File: src/sv/ltrm_pkg.sv
// ----------------------------------------------------------------------------
// ltrm_pkg
// Shared types and constants for the link throughput rate meter: item
// structs, controller command and status groups, state and source codes.
// ----------------------------------------------------------------------------
package ltrm_pkg;

  localparam int CNT_W   = 64;
  localparam int NUM_CNT = 4;
  localparam int IDX_W   = 2;
  localparam int LVL_W   = 8;
  localparam int SLOT_OUT_W = 7;
  localparam int MUL_OP_W = 35;

  localparam logic [IDX_W-1:0] IDX_LAST = IDX_W'(NUM_CNT - 1);

  localparam logic [29:0]      NS_PER_S     = 30'd1000000000;
  localparam logic [CNT_W-1:0] MUL_LIMIT    = 64'd18446744073;
  localparam logic [LVL_W-1:0] CEIL_RESET   = 8'd100;
  localparam int               KIB_SHIFT    = 10;

  typedef struct packed {
    logic [CNT_W-1:0] timestamp_ns;
    logic [CNT_W-1:0] tx_byte_count;
    logic [CNT_W-1:0] rx_byte_count;
    logic [CNT_W-1:0] tx_frame_count;
    logic [CNT_W-1:0] rx_frame_count;
  } ltrm_in_t;

  typedef struct packed {
    logic [CNT_W-1:0]      tx_byte_rate;
    logic [CNT_W-1:0]      rx_byte_rate;
    logic [CNT_W-1:0]      tx_frame_rate;
    logic [CNT_W-1:0]      rx_frame_rate;
    logic [LVL_W-1:0]      tx_level;
    logic [LVL_W-1:0]      rx_level;
    logic [SLOT_OUT_W-1:0] history_slot;
  } ltrm_out_t;

  typedef enum logic [1:0] {
    RATE_QUOT,
    RATE_MUL,
    RATE_SAT
  } ltrm_rate_src_t;

  typedef enum logic [3:0] {
    ST_IDLE,
    ST_EVAL,
    ST_DELTA,
    ST_CHECK,
    ST_DIV_START,
    ST_DIV_SMALL,
    ST_DIV_LARGE,
    ST_POSTMUL,
    ST_COMMIT,
    ST_FINISH
  } ltrm_state_t;

  typedef struct packed {
    logic             load;
    logic             delta_en;
    logic             mul_en;
    logic             mul_sel_quot;
    logic             div_start;
    logic             div_sel_delta;
    logic             rate_we;
    ltrm_rate_src_t   rate_src;
    logic             commit;
    logic             out_load;
    logic [IDX_W-1:0] idx;
  } ltrm_cmd_t;

  typedef struct packed {
    logic upd;
    logic small_delta;
    logic quot_big;
    logic div_done;
    logic out_free;
  } ltrm_status_t;

endpackage

File: src/sv/ltrm_div.sv
// ----------------------------------------------------------------------------
// ltrm_div
// Restoring 64-bit unsigned divider, one quotient bit per cycle.
// ----------------------------------------------------------------------------
module ltrm_div
  import ltrm_pkg::*;
(
  input  logic             clk,
  input  logic             rst_n,
  input  logic             start,
  input  logic [CNT_W-1:0] num,
  input  logic [CNT_W-1:0] den,
  output logic [CNT_W-1:0] quot,
  output logic             done
);

  localparam int STEP_W = $clog2(CNT_W);
  localparam logic [STEP_W-1:0] STEP_LAST = STEP_W'(CNT_W - 1);

  logic [CNT_W-1:0]  rem_r, rem_nxt;
  logic [CNT_W-1:0]  quo_r, quo_nxt;
  logic [CNT_W-1:0]  den_r;
  logic [STEP_W-1:0] step_r, step_nxt;
  logic              busy_r, busy_nxt;
  logic              done_r, done_nxt;
  logic [CNT_W:0]    trial;
  logic [CNT_W:0]    shifted;

  assign shifted = {rem_r, quo_r[CNT_W-1]};
  assign trial   = shifted - {1'b0, den_r};

  always_comb begin
    rem_nxt  = rem_r;
    quo_nxt  = quo_r;
    step_nxt = step_r;
    busy_nxt = busy_r;
    done_nxt = 1'b0;
    if (start) begin
      rem_nxt  = '0;
      quo_nxt  = num;
      step_nxt = '0;
      busy_nxt = 1'b1;
    end else if (busy_r) begin
      if (!trial[CNT_W]) begin
        rem_nxt = trial[CNT_W-1:0];
        quo_nxt = {quo_r[CNT_W-2:0], 1'b1};
      end else begin
        rem_nxt = shifted[CNT_W-1:0];
        quo_nxt = {quo_r[CNT_W-2:0], 1'b0};
      end
      step_nxt = step_r + 1'b1;
      if (step_r == STEP_LAST) begin
        busy_nxt = 1'b0;
        done_nxt = 1'b1;
      end
    end
  end

  always_ff @(posedge clk) begin
    if (!rst_n) begin
      busy_r <= 1'b0;
      done_r <= 1'b0;
      step_r <= '0;
    end else begin
      busy_r <= busy_nxt;
      done_r <= done_nxt;
      step_r <= step_nxt;
    end
  end

  always_ff @(posedge clk) begin
    rem_r <= rem_nxt;
    quo_r <= quo_nxt;
    if (start) begin
      den_r <= den;
    end
  end

  assign quot = quo_r;
  assign done = done_r;

endmodule

File: src/sv/ltrm_dp.sv
// ----------------------------------------------------------------------------
// ltrm_dp
// Datapath: snapshot and previous-counter registers, delta, constant
// multiplier, shared divider, rate registers, output register and slot count.
// ----------------------------------------------------------------------------
module ltrm_dp
  import ltrm_pkg::*;
#(
  parameter int HISTORY_SLOTS = 100
) (
  input  logic             clk,
  input  logic             rst_n,
  input  ltrm_cmd_t        cmd,
  output ltrm_status_t     status,
  input  ltrm_in_t         in_data,
  output logic             out_valid,
  input  logic             out_stall,
  output ltrm_out_t        out_data,
  input  logic             cfg_wr_en,
  input  logic [LVL_W-1:0] cfg_wr_data
);

  localparam int SLOT_W = (HISTORY_SLOTS > 2) ? $clog2(HISTORY_SLOTS) : 1;
  localparam logic [SLOT_W-1:0] SLOT_LAST = SLOT_W'(HISTORY_SLOTS - 1);

  ltrm_in_t          in_r;
  logic [CNT_W-1:0]  last_time_r;
  logic              have_r;
  logic [CNT_W-1:0]  last_cnt_r [NUM_CNT];
  logic [CNT_W-1:0]  rate_r [NUM_CNT];
  logic [CNT_W-1:0]  delta_r;
  logic [CNT_W-1:0]  mul_r;
  logic [LVL_W-1:0]  ceil_r;
  logic [SLOT_W-1:0] slot_r, slot_nxt;
  ltrm_out_t         out_r;
  logic              out_valid_r;

  logic [CNT_W-1:0]      cnt_in [NUM_CNT];
  logic [CNT_W-1:0]      cur_cnt;
  logic [CNT_W-1:0]      prev_cnt;
  logic                  time_adv;
  logic [MUL_OP_W-1:0]   mul_op;
  logic [CNT_W:0]        mul_full;
  logic [CNT_W-1:0]      div_num;
  logic [CNT_W-1:0]      div_quot;
  logic                  div_done;
  logic [CNT_W-1:0]      rate_wdata;
  logic [SLOT_W+SLOT_OUT_W-1:0] slot_wide;

  function automatic logic [LVL_W-1:0] clip_level(input logic [CNT_W-1:0] rate,
                                                  input logic [LVL_W-1:0] ceil_kib);
    logic [CNT_W-KIB_SHIFT-1:0] kib;
    kib = rate[CNT_W-1:KIB_SHIFT];
    if (kib > {{(CNT_W-KIB_SHIFT-LVL_W){1'b0}}, ceil_kib}) begin
      return ceil_kib;
    end
    return kib[LVL_W-1:0];
  endfunction

  assign cnt_in[0] = in_r.tx_byte_count;
  assign cnt_in[1] = in_r.rx_byte_count;
  assign cnt_in[2] = in_r.tx_frame_count;
  assign cnt_in[3] = in_r.rx_frame_count;

  assign cur_cnt  = cnt_in[cmd.idx];
  assign prev_cnt = last_cnt_r[cmd.idx];
  assign time_adv = in_r.timestamp_ns > last_time_r;

  assign mul_op   = cmd.mul_sel_quot ? div_quot[MUL_OP_W-1:0] : delta_r[MUL_OP_W-1:0];
  assign mul_full = mul_op * NS_PER_S;
  assign div_num  = cmd.div_sel_delta ? delta_r : mul_r;

  ltrm_div u_div (
    .clk   (clk),
    .rst_n (rst_n),
    .start (cmd.div_start),
    .num   (div_num),
    .den   (in_r.timestamp_ns - last_time_r),
    .quot  (div_quot),
    .done  (div_done)
  );

  always_comb begin
    case (cmd.rate_src)
      RATE_QUOT: rate_wdata = div_quot;
      RATE_MUL:  rate_wdata = mul_r;
      RATE_SAT:  rate_wdata = '1;
      default:   rate_wdata = '1;
    endcase
  end

  assign slot_nxt  = (slot_r == SLOT_LAST) ? '0 : slot_r + 1'b1;
  assign slot_wide = {{SLOT_OUT_W{1'b0}}, slot_r};

  assign status.upd         = have_r && time_adv;
  assign status.small_delta = delta_r <= MUL_LIMIT;
  assign status.quot_big    = div_quot > MUL_LIMIT;
  assign status.div_done    = div_done;
  assign status.out_free    = !out_valid_r || !out_stall;

  always_ff @(posedge clk) begin
    if (!rst_n) begin
      last_time_r <= '0;
      have_r      <= 1'b0;
      ceil_r      <= CEIL_RESET;
      slot_r      <= '0;
      out_valid_r <= 1'b0;
      for (int i = 0; i < NUM_CNT; i++) begin
        last_cnt_r[i] <= '0;
        rate_r[i]     <= '0;
      end
    end else begin
      if (cfg_wr_en) begin
        ceil_r <= cfg_wr_data;
      end
      if (cmd.rate_we) begin
        rate_r[cmd.idx] <= rate_wdata;
      end
      if (cmd.commit) begin
        if (!have_r || time_adv) begin
          last_time_r <= in_r.timestamp_ns;
        end
        have_r <= 1'b1;
        for (int i = 0; i < NUM_CNT; i++) begin
          last_cnt_r[i] <= cnt_in[i];
        end
      end
      if (cmd.out_load) begin
        out_valid_r <= 1'b1;
        slot_r      <= slot_nxt;
      end else if (!out_stall) begin
        out_valid_r <= 1'b0;
      end
    end
  end

  always_ff @(posedge clk) begin
    if (cmd.load) begin
      in_r <= in_data;
    end
    if (cmd.delta_en) begin
      delta_r <= (cur_cnt > prev_cnt) ? cur_cnt - prev_cnt : '0;
    end
    if (cmd.mul_en) begin
      mul_r <= mul_full[CNT_W-1:0];
    end
    if (cmd.out_load) begin
      out_r.tx_byte_rate  <= rate_r[0];
      out_r.rx_byte_rate  <= rate_r[1];
      out_r.tx_frame_rate <= rate_r[2];
      out_r.rx_frame_rate <= rate_r[3];
      out_r.tx_level      <= clip_level(rate_r[0], ceil_r);
      out_r.rx_level      <= clip_level(rate_r[1], ceil_r);
      out_r.history_slot  <= slot_wide[SLOT_OUT_W-1:0];
    end
  end

  assign out_valid = out_valid_r;
  assign out_data  = out_r;

endmodule

File: src/sv/ltrm_ctrl.sv
// ----------------------------------------------------------------------------
// ltrm_ctrl
// Controller: when time has advanced, walks the four counters through delta, scale and divide steps,
// then commits the snapshot and hands the result to the output register.
// ----------------------------------------------------------------------------
module ltrm_ctrl
  import ltrm_pkg::*;
(
  input  logic         clk,
  input  logic         rst_n,
  input  logic         in_valid,
  output logic         in_stall,
  output ltrm_cmd_t    cmd,
  input  ltrm_status_t status
);

  ltrm_state_t      state_r, state_nxt;
  logic [IDX_W-1:0] idx_r, idx_nxt;

  always_ff @(posedge clk) begin
    if (!rst_n) begin
      state_r <= ST_IDLE;
      idx_r   <= '0;
    end else begin
      state_r <= state_nxt;
      idx_r   <= idx_nxt;
    end
  end

  always_comb begin
    state_nxt = state_r;
    idx_nxt   = idx_r;
    in_stall  = 1'b1;
    cmd       = '0;
    cmd.rate_src = RATE_QUOT;
    cmd.idx   = idx_r;
    case (state_r)
      ST_IDLE: begin
        in_stall = 1'b0;
        if (in_valid) begin
          cmd.load  = 1'b1;
          state_nxt = ST_EVAL;
        end
      end
      ST_EVAL: begin
        idx_nxt   = '0;
        state_nxt = status.upd ? ST_DELTA : ST_COMMIT;
      end
      ST_DELTA: begin
        cmd.delta_en = 1'b1;
        state_nxt    = ST_CHECK;
      end
      ST_CHECK: begin
        if (status.small_delta) begin
          cmd.mul_en = 1'b1;
          state_nxt  = ST_DIV_START;
        end else begin
          cmd.div_start     = 1'b1;
          cmd.div_sel_delta = 1'b1;
          state_nxt         = ST_DIV_LARGE;
        end
      end
      ST_DIV_START: begin
        cmd.div_start = 1'b1;
        state_nxt     = ST_DIV_SMALL;
      end
      ST_DIV_SMALL: begin
        if (status.div_done) begin
          cmd.rate_we  = 1'b1;
          cmd.rate_src = RATE_QUOT;
          idx_nxt      = idx_r + 1'b1;
          state_nxt    = (idx_r == IDX_LAST) ? ST_COMMIT : ST_DELTA;
        end
      end
      ST_DIV_LARGE: begin
        if (status.div_done) begin
          if (status.quot_big) begin
            cmd.rate_we  = 1'b1;
            cmd.rate_src = RATE_SAT;
            idx_nxt      = idx_r + 1'b1;
            state_nxt    = (idx_r == IDX_LAST) ? ST_COMMIT : ST_DELTA;
          end else begin
            cmd.mul_en       = 1'b1;
            cmd.mul_sel_quot = 1'b1;
            state_nxt        = ST_POSTMUL;
          end
        end
      end
      ST_POSTMUL: begin
        cmd.rate_we  = 1'b1;
        cmd.rate_src = RATE_MUL;
        idx_nxt      = idx_r + 1'b1;
        state_nxt    = (idx_r == IDX_LAST) ? ST_COMMIT : ST_DELTA;
      end
      ST_COMMIT: begin
        cmd.commit = 1'b1;
        state_nxt  = ST_FINISH;
      end
      ST_FINISH: begin
        if (status.out_free) begin
          cmd.out_load = 1'b1;
          state_nxt    = ST_IDLE;
        end
      end
      default: begin
        state_nxt = ST_IDLE;
      end
    endcase
  end

endmodule

File: src/sv/link_throughput_rate_meter.sv
// ----------------------------------------------------------------------------
// link_throughput_rate_meter: per-second link rates from counter snapshots
// If time advanced, each of four rates passes over the 64-step shared divider (a saturated
// rate skips the multiply), else only commits; output may stall; next item taken after output load
// Sync reset clears rates, snapshot state and slot; level ceiling resets to 100.
// ----------------------------------------------------------------------------
module link_throughput_rate_meter
  import ltrm_pkg::*;
#(
  parameter int HISTORY_SLOTS = 100
) (
  input  logic             clk,
  input  logic             rst_n,
  input  logic             in_valid,
  output logic             in_stall,
  input  ltrm_in_t         in_data,
  output logic             out_valid,
  input  logic             out_stall,
  output ltrm_out_t        out_data,
  input  logic             cfg_wr_en,
  input  logic [LVL_W-1:0] cfg_wr_data
);

  ltrm_cmd_t    cmd;
  ltrm_status_t status;

  ltrm_ctrl u_ctrl (
    .clk      (clk),
    .rst_n    (rst_n),
    .in_valid (in_valid),
    .in_stall (in_stall),
    .cmd      (cmd),
    .status   (status)
  );

  ltrm_dp #(
    .HISTORY_SLOTS (HISTORY_SLOTS)
  ) u_dp (
    .clk         (clk),
    .rst_n       (rst_n),
    .cmd         (cmd),
    .status      (status),
    .in_data     (in_data),
    .out_valid   (out_valid),
    .out_stall   (out_stall),
    .out_data    (out_data),
    .cfg_wr_en   (cfg_wr_en),
    .cfg_wr_data (cfg_wr_data)
  );

endmodule
File: config.mk
export PLATFORM = sky130hd
export DESIGN_NAME = link_throughput_rate_meter
export DESIGN_NICKNAME = d
export VERILOG_FILES = /design/src/sv/ltrm_pkg.sv /design/src/sv/ltrm_div.sv /design/src/sv/ltrm_dp.sv /design/src/sv/ltrm_ctrl.sv /design/src/sv/link_throughput_rate_meter.sv
export SDC_FILE = /design/constraint.sdc
export NUM_CORES = 2
export LEC_CHECK = 0
export ABC_AREA = 1
export BUFFER_PORTS_ARGS = -buffer_cell sky130_fd_sc_hd__buf_2
export CAP_MARGIN = 0
export CORE_ASPECT_RATIO = 2
export CORE_MARGIN = 4
export CORE_UTILIZATION = 62
export DETAILED_ROUTE_END_ITERATION = 6
export PLACE_DENSITY = 0.78
export SETUP_SLACK_MARGIN = 0.5
export SYNTH_ARGS = -nofsm -noshare
export SYNTH_HDL_FRONTEND = slang
export SYNTH_SLANG_ARGS = --single-unit
File: constraint.sdc
create_clock -name clk -period 18.18 [get_ports clk]
set_input_delay 1.818 -clock clk [delete_from_list [all_inputs] [get_ports clk]]
set_output_delay 1.818 -clock clk [all_outputs]
set_load 0.005 [all_outputs]
==> flow_summary.toml <==
[status]
status = "finished with violations"
violations = "max-capacitance violations, max-slew violations"

[cts]
clock-sinks = 1519
cts_setup_buffers = 0
cts-root-buf = "clkbuf_16"
cts_tree = "done"
cts.repair.resized = 0
ctsHoldBuffers = 0
clk_pin_slew_ns = 0.08
cts_buffer_depth = 4
clk_latency_ns = 0.83
cts_made_buffers = 139
cts.htree.levels = 4

[floorplanning]
fp-row-count = 195
core_area_um2 = 141000
die_y_um = 540
io-pin-count = 614
dieArea_um2 = 148000
initial_core_util = 0.623
die_x_um = 274

[sta]
hold_violations = 0
whs_ns = 0.345
clock.fmax_ghz = 0.0954
period_share = 0.577
worstMarginPinSlew_ns = 1.57
setup_viol = 0
rsz0062_at_grt = "no"
maxSlewHeadroom = -0.0580
fin_ws_ns = 7.70
fin_skew_ns = 0.0904
finalCriticalPeriod_ns = 10.48
setup_tns_ns = 0
slew_viol_final = 6

[layout]
multiInputGateArea_um2 = 36500
seqCellArea_um2 = 44000
areaGrowthSynthToFinish_pct = 10.5
drive_gt1_frac = 0.0962
fillers = 10400
fin_nets = 11000
mostFrequentLayoutCells = "1695 x nand2_1, 1637 x inv_1, 1358 x edfxtp_1, 1246 x nor2_1, 612 x buf_2"
layout_commonest_cell = "nand2_1"
fin_util = 0.689

[synth]
synth_area_um2 = 87700
synth_edf_count = 1358
yosys_warnings = 0
synth_nets = 10400
avgSynthCellArea_um2 = 9.46
seq_area_frac_synth = 0.501
synth_flop_cell = "edfxtp_1"
synth.ff_latch_count = 1519
ys_async_sr_fraction = 0
synth_cell_types = 58
syn-instance-count = 9278

[routing]
detail-route-antenna-nets = 0
post_drt_wl_per_cell_um = 27.8
vias = 72200
viasPerCell = 6.09
drt_iter0_markers = 8376
first_pass_iters = 6
drc = 0
drt_wl_total_mm = 330

[place]
place_worst_setup_slack_ns = 8.07
finalWeightedCongestion = 1.13
io_buffers = 613
dp_hpwl_mm = 253

[critical_path]
path_buf_inv = 7
r2r_slack_ns = 7.70
slowest_delay_ns = 0.62
worstSetupPathType = "flop to flop"
cp_slowest_cell = "nor4_1"
critPathArrivalTime_ns = 11.02
end_kind = "flop"
crit_top_cell = "inv_1"
worstPathRequired_ns = 18.71
start_kind = "flop"
cp_max_fo = 61
critical_path.top_delay_family = "adder cells"

[power]
p_leak_nw = 42.8
peakVddDrop_uv = 112
power.total_w = 0.0112
power_density_nw_per_um2 = 115

[hold_path]
hp-class = "flop to flop"

[global_route]
globalRouteOverflowTotal = 0
grt_first_pass_wirelength_mm = 473
grt.total_usage = 0.441
grt_max_degree = 118
grt_pass1_vias = 73400
grt_antenna_before_repair = 33

[job]
maxCapViolations = 2
==> cell families (layout without fill, tap and decap cells) <==
kind of cell | Yosys count | count (layout) | share of synthesized area
DFF | 1519 | 1519 | 0.501
buffers and inverters | 1888 | 2569 | 0.0840
xor gates and xnor gates | 180 | 180 | 0.0180
adders and majority gates | 811 | 811 | 0.144
other | 0 | 25 | 0
and+or+nand+nor | 3550 | 3550 | 0.163
AOI/OAI and AO/OA | 1330 | 1330 | 0.0888
==> Yosys cell counts, types with 4 or more instances <==
| library cell | n | area (µm²) |
|---|---|---|
| nand2_1 | 1707 | 6410 |
| inv_1 | 1640 | 6160 |
| edfxtp_1 | 1358 | 40800 |
| nor2_1 | 1249 | 4690 |
| a21oi_1 | 545 | 2730 |
| ha_1 | 474 | 5930 |
| nand3_1 | 389 | 1950 |
| o21ai_0 | 388 | 1940 |
| fa_1 | 337 | 6750 |
| dfxtp_1 | 161 | 3220 |
| clkbuf_1 | 137 | 514 |
| xor2_1 | 92 | 806 |
| xnor2_1 | 88 | 771 |
| o221ai_1 | 77 | 674 |
| o22ai_1 | 67 | 419 |
| a32o_1 | 63 | 631 |
| nor3_1 | 59 | 295 |
| nand4_1 | 53 | 332 |
| o21bai_1 | 48 | 360 |
| buf_2 | 44 | 220 |
| o211ai_1 | 41 | 308 |
| nor4_1 | 29 | 181 |
| a31oi_1 | 24 | 150 |
| a21o_1 | 22 | 165 |
| buf_6 | 21 | 236 |
| buf_4 | 20 | 150 |
| a21boi_0 | 15 | 113 |
| buf_1 | 15 | 56.3 |
| o21ai_1 | 13 | 65.1 |
| or2_2 | 12 | 75.1 |
| o21a_1 | 11 | 82.6 |
| inv_2 | 10 | 37.5 |
| nand3b_1 | 10 | 75.1 |
| nand2_2 | 9 | 56.3 |
| and3_1 | 8 | 50.1 |
| nor2_2 | 6 | 37.5 |
| nor3_2 | 4 | 40.0 |
| o2111ai_1 | 4 | 35.0 |
==> final timing paths <==
check | start | end | cells past startpoint
hold / removal | u_dp.rate_r[2][55] | out_data[142] | 0
hold reg to reg | u_dp.rate_r[2][55] | out_data[142] | 0
setup reg to reg | u_dp.u_div.quot[46] | u_dp.mul_r[51] | 31
setup / recovery | u_dp.u_div.quot[46] | u_dp.mul_r[51] | 31
==> registers in the layout, summed over array words and instances, names as in the netlist, 6 cells and up, named ones only <==
signal             cells
out_data             128
u_dp.ceil_r            8
u_dp.cnt_in          256
u_dp.delta_r          64
u_dp.in_r             64
u_dp.last_cnt_r      256
u_dp.last_time_r      64
u_dp.mul_r            55
u_dp.out_data        151
u_dp.rate_r          256
u_dp.slot_r            7
u_dp.u_div.den_r      64
u_dp.u_div.quot       64
u_dp.u_div.rem_r      64
u_dp.u_div.step_r      6
==> metrics by stage <==
stage          cell area (µm²)  instances
2_1_floorplan            87700       9278
3_3_place_gp             92600      11600
3_5_place_dp             92600      11600
4_1_cts                  96900      11800
5_1_grt                  97000      11800
6_report                 97000      11900
==> per-layer routing <==
layer / global-route usage / vias to the layer above / wire length [µm]
li1: - / 31700 / -
met2: 0.749 / 4947 / 160000
met3: 0.103 / 1717 / 30600
met5: 0 / - / 107
met4: 0.457 / 14 / 45200
met1: 0.420 / 33800 / 94000
==> area by class of cell <==
type	instances	area share
antenna	25	0.000645
clock buffer	158	0.0369
clock inverter	78	0.00755
inverter	1651	0.0639
multi-input combinational	5871	0.376
sequential	1519	0.454
tap	1871	0.0241
timing repair buffer	682	0.0370
==> power breakdown <==
part | switching (W) | internal [W] | total [W] | leakage [nW]
Combinational | 0.00278 | 0.00115 | 0.00393 | 26.3
Sequential | 0.000123 | 0.00420 | 0.00433 | 14.4
Clock | 0.00135 | 0.00157 | 0.00292 | 2.11
Total | 0.00426 | 0.00693 | 0.0112 | 42.8
Power figures use the tool's default switching activity.
